--- src/hdl/pns_pkg.sv ---
`default_nettype none
package pns_pkg;
	localparam int MAX_WAYPOINTS = 1024;
	localparam int COORD_BITS = 24;
	localparam int ADDR_BITS = $clog2(MAX_WAYPOINTS);
	localparam int CNT_BITS = $clog2(MAX_WAYPOINTS + 1);
	localparam int T_FRAC = 24;
	localparam int THR_BITS = 23;
	localparam int DIST_BITS = 25;
	localparam int SEG_BITS = 10;
	localparam int D_BITS = COORD_BITS + 1;
	localparam int SQ_BITS = 2 * D_BITS + 1;
	localparam logic [DIST_BITS-1:0] DIST_MAX = '1;
	localparam logic [THR_BITS-1:0] THR_RESET = THR_BITS'(4096);

	localparam logic [1:0] REQ_CLEAR = 2'd0;
	localparam logic [1:0] REQ_APPEND = 2'd1;
	localparam logic [1:0] REQ_QUERY = 2'd2;

	localparam logic [1:0] ST_OK = 2'd0;
	localparam logic [1:0] ST_FULL = 2'd1;
	localparam logic [1:0] ST_SHORT = 2'd2;

	// Operation codes of the shared arithmetic unit.
	typedef enum logic [1:0] {
		OP_MUL,
		OP_ADD,
		OP_SUB
	} alu_op_t;

	typedef struct packed {
		alu_op_t op;
		logic [SQ_BITS-1:0] a;
		logic [SQ_BITS-1:0] b;
	} alu_req_t;
endpackage
`default_nettype wire

--- src/hdl/pns_alu.sv ---
`default_nettype none
// Shared unsigned arithmetic unit with a registered result. Multiplies take
// the low operand halves; add and subtract use the full width.
module pns_alu (
	input  wire logic                         clk,
	input  wire pns_pkg::alu_req_t            req,
	output logic [pns_pkg::SQ_BITS-1:0]       res_q
);
	localparam int HB = pns_pkg::D_BITS;

	always_ff @(posedge clk) begin
		case (req.op)
			pns_pkg::OP_MUL: res_q <= pns_pkg::SQ_BITS'(req.a[HB-1:0] * req.b[HB-1:0]);
			pns_pkg::OP_ADD: res_q <= req.a + req.b;
			pns_pkg::OP_SUB: res_q <= req.a - req.b;
			default:         res_q <= '0;
		endcase
	end
endmodule
`default_nettype wire

--- config.mk ---
export PLATFORM = sky130hd
export DESIGN_NAME = pns_alu
export DESIGN_NICKNAME = d
export VERILOG_FILES = /design/src/hdl/pns_pkg.sv /design/src/hdl/pns_alu.sv
export SDC_FILE = /design/constraint.sdc
export NUM_CORES = 2
export LEC_CHECK = 0
export ABC_AREA = 1
export BUFFER_PORTS_ARGS = -buffer_cell sky130_fd_sc_hd__buf_2
export CAP_MARGIN = 30
export CELL_PAD_IN_SITES_DETAIL_PLACEMENT = 0
export CELL_PAD_IN_SITES_GLOBAL_PLACEMENT = 1
export CORE_AREA = 2 2 279 281
export CTS_BUF_LIST = sky130_fd_sc_hd__clkbuf_16
export DETAILED_ROUTE_END_ITERATION = 7
export DIE_AREA = 0 0 281 283
export GPL_ROUTABILITY_DRIVEN = 0
export PLACE_DENSITY_LB_ADDON = 0.1
export REMOVE_ABC_BUFFERS = 1
export SYNTH_ARGS = -nofsm -noshare
export SYNTH_HDL_FRONTEND = slang
export SYNTH_SLANG_ARGS = --single-unit
--- constraint.sdc ---
create_clock -name clk -period 7.1 [get_ports clk]
set_input_delay 1.775 -clock clk [delete_from_list [all_inputs] [get_ports clk]]
set_output_delay 1.775 -clock clk [all_outputs]
set_load 0.1 [all_outputs]
# Word-level counts from Yosys, hierarchy flattened
# Cells that the tools add are included.
# W data, S select, Z words.
[op_classes] n_addsub=2 multipliers=1 n_eq_ne=2 n_mux=1 reduce_logical=1
[ops] operator="$pmux W51 S3" n=1
[ops] operator="$add A51 B51 Y51" n=1
[ops] operator="$sub A51 B51 Y51" n=1
[ops] operator="$mul A25 B25 Y50" n=1
[ops] operator="$eq A2 B1 Y1 const B" n=1
[ops] operator="$eq A2 B2 Y1 const B" n=1
[ops] operator="$logic_not A2 Y1" n=1
[totals] ff_bits=51 input_bits=105

# Depth between registers and ports, before layout
[logic_depth] depth_word=2 mapped_depth=31 ltp_nobuf=29

# Worst setup path before layout
# OpenSTA, ideal clock, no wires.
[synth_path] path_kind="input to register" start="input port req[64] (netlist bit)" end="register res_q[25] (netlist bit)" setup_ns=0.132 arrival_time_ns=7.338 required_time_ns=6.968 path_slack_ns=-0.371 path_stages=26 path_buffers=2 path_cell_list="clkbuf_1 -> clkbuf_1 -> nand2_1 -> fa_1 -> inv_1 -> fa_1 -> inv_1 -> fa_1 -> inv_1 -> fa_1 -> inv_1 -> fa_1 -> inv_1 -> fa_1 -> inv_1 -> fa_1 -> inv_1 -> ha_1 -> nand2_1 -> nor2_1 -> and2_1 -> nand3_1 -> nand3b_1 -> or2_2 -> nand3_1 -> a21oi_1"
[synth_via] elab_chain_len=2 elab_cells_between_ends=4 classes_between="add/sub (2); mul (1); mux (1)"
[synth_lines] element="start: declaration" line="pns_alu.sv:6" rtl="input wire pns_pkg::alu_req_t req,"
[synth_lines] element="$mul A25 B25 Y50 (tied with other cells)" line="pns_alu.sv:13" rtl="pns_pkg::OP_MUL: res_q <= pns_pkg::SQ_BITS'(req.a[HB-1:0] * req.b[HB-1:0]);"
[synth_lines] element="$pmux W51 S3 (*)" line="pns_alu.sv:12" rtl="case (req.op)"
[synth_lines] element="end signal: assignment" line="pns_alu.sv:13"
[synth_lines] element="end signal: assignment" line="pns_alu.sv:14" rtl="pns_pkg::OP_ADD: res_q <= req.a + req.b;"
[synth_lines] element="end signal: assignment" line="pns_alu.sv:15" rtl="pns_pkg::OP_SUB: res_q <= req.a - req.b;"
[synth_lines] element="end: declaration" line="pns_alu.sv:7" rtl="output logic [pns_pkg::SQ_BITS-1:0] res_q"
# Mark *: on every way between the ends. The rest lies on a longest branch, timed or not.

# Final worst setup path
[layout_path] start="input port req[7] (netlist bit)" end="register res_q[41] (netlist bit)"
# The elaborated chain is that of the path after synthesis.

==> impl_metrics.json <==
{
  "drv_cap": 0,
  "worstPathArrival_ps": 7380,
  "cts_sinks": 51,
  "drt_iter0_markers": 2020,
  "synthFlopType": "dfxtp_1",
  "grt_max_degree": 51,
  "wire_per_inst_um": 18.01,
  "setup_viol": 15,
  "largest_register_ffs": 51,
  "vias_per_cell": 4.726,
  "synth.avg_cell_area_um2": 6.561,
  "wl_met1_um": 51370,
  "required_ps": 7270,
  "hold_buffers": 0,
  "violations": "negative setup slack",
  "synth_top_area_share_pct": 34.76,
  "clk_transition_reported_paths_ps": 90,
  "worstMarginPinSlew_ps": 884.1,
  "drcViolationCount": 0,
  "hold_violations": 0,
  "yosysMostFrequentCell": "nand2_1",
  "top_layer": "met4",
  "cts_buffers": 5,
  "regMostFlops": "res_q",
  "grt-ovfl-total": 0,
  "status": "finished, violations left",
  "fmax_mhz": 138.8,
  "drive_gt1_share_pct": 18.12,
  "slew_viol_final": 0,
  "final_area_um2": 36850,
  "ys_warn_count": 0,
  "fp.dieH_um": 283,
  "cp_max_fo": 7,
  "wl_met2_um": 49900,
  "register_area_um2": 1021,
  "rsz0062_at_grt": "true",
  "drt-total-wl_um": 108000,
  "ys_top_cells_by_count": "1422 x nand2_1, 1362 x inv_1, 527 x fa_1",
  "coreArea_um2": 76700,
  "area_growth_pct": 21.41,
  "fillCellCount": 8046,
  "fp.dieW_um": 281,
  "synthCells": 4626,
  "slew_headroom_pct": 40.43,
  "diodes": 0,
  "initial_core_util_pct": 39.57,
  "whs_ps": 1901,
  "track_usage_pct": 27.66,
  "setup_ws_ps": -105.8,
  "netlist_area_um2": 30350,
  "cts_root_buffer": "clkbuf_16",
  "synthArstFlopShare_pct": 0,
  "largest_registers": "res_q (51)",
  "yosys-top-cells-area": "fa_1 35%, nand2_1 18%, inv_1 17%",
  "grt_pass1_wl_um": 167900,
  "hold_path_class": "in2reg",
  "end_kind": "register",
  "die_area_um2": 79520,
  "fin_crit_sh_pct": 101.5,
  "synth_largest_area_cell": "fa_1",
  "portBuffers": 155,
  "firstDrtPassIters": 6,
  "cts_tree": "built",
  "rows": 102,
  "multiInputGateArea_um2": 24970,
  "htree_levels": 2,
  "synth_edf_count": 0,
  "critPathLaunchType": "primary input",
  "period_needed_ps": 7206,
  "grt_pass1_vias": 28660,
  "seq_area_frac_synth_pct": 3.364,
  "critPathKind": "in2reg",
  "clock_path_buffers": 2,
  "synth-seq-cells": 51,
  "final_nets": 5826,
  "drtAntennaViolNets": 0,
  "synth_cell_types": 47,
  "num_vias": 28330,
  "wl_met3_um": 5174,
  "place_area_um2": 34210,
  "antenna_found_initial": 1,
  "dpl.hpwl_um": 94410,
  "ios": 156
}
[layer usage]
| metal | track usage, % | vias up |
|---|---|---|
| li1 | - | 13870 |
| met1 | 40.83 | 13740 |
| met2 | 45.37 | 659 |
| met3 | 1.864 | 69 |
| met4 | 3.770 | 0 |
| met5 | 0 | - |
[per-stage QoR]
step	instances	TNS (ps)	util (%)	setup slack [ps]
floorplan	4453	0	-	77.11
global placement	5953	-28630	44.60	-1007
detailed placement	5953	-28640	44.60	-996.6
CTS	5980	-576.2	46.77	-94.67
global route	5995	-6782	48.04	-340.4
finish	5995	-592.3	48.04	-105.8
[repair_timing]
item | CTS | global route
endpoints found under the setup margin | 38 | 39
cloned | 2 | 1
gates resized for setup | 339 | 276
pin swaps | 123 | 123
buffers inserted | 17 | 14
[critical path, stage by stage]
cell and delay [ps]:
buf_12 130, buf_12 140, nand2_4 60, inv_2 30
fa_1 500, fa_1 510, inv_2 40, fa_1 500
fa_1 510, inv_1 50, fa_1 490, fa_1 550
inv_2 40, fa_1 550, inv_2 60, ha_4 310
nand2_4 80, buf_6 120, nor2_4 140, and2_4 190
nand3_2 60, nand3b_1 140, nand2_1 110, nand2_1 70
nand2_1 40, nand3_1 80, a21oi_1 80
[final cells by class]
type                            count  area share (%)
Sequential cell                    51           2.771
Inverter                         1371           14.00
Clock inverter                      3         0.07810
Tap cell                         1040           3.531
Clock buffer                        5          0.3395
Multi-Input combinational cell   3031           67.76
Timing Repair Buffer              494           11.52
[cells in the final DEF (no fill, tap or decap), types with 11 or more instances in the layout]
cell,Yosys,routed
a21boi_0,34,24
or2_2,20,19
nand2_2,5,85
buf_6,8,46
buf_8,0,14
dfxtp_1,51,51
xor2_1,38,38
nand2_1,1422,1310
o21ai_0,63,52
buf_4,2,282
a21oi_1,124,102
nand2_4,1,33
xnor2_1,11,11
ha_4,0,29
ha_1,240,205
nand3_1,168,150
o21bai_1,14,12
a21oi_2,0,13
inv_1,1362,1302
buf_2,15,110
buf_12,0,35
fa_2,0,27
nand3_2,2,17
inv_2,7,65
nor2_1,242,193
nor2_4,7,39
fa_1,527,500
nand4_1,30,30
nor2_2,4,21
nand3b_1,20,20
nor3_1,24,22
[worst paths after layout]
check / startpoint / to / slack, ps / depth (start not counted)
hold / removal: req[101] / res_q[50]$_DFF_P_ / 1900 / 6
setup / recovery: req[7] / res_q[41]$_DFF_P_ / -110 / 27
[cells by family (layout without fill, tap and decap cells)]
group                      after synthesis  count (layout)  share of synthesized area [%]
AOI/OAI and AO/OA                      248             248                          4.667
xor gates and xnor gates                49              49                          1.414
adders and majority gates              767             767                          44.66
buffers and inverters                 1544            1873                          19.40
DFF                                     51              51                          3.364
and+or+nand+nor                       1967            1967                          26.50
Power is left out: the tool's default activity adds up to more than one toggle a clock period on the data nets, which glitch-free logic cannot reach.
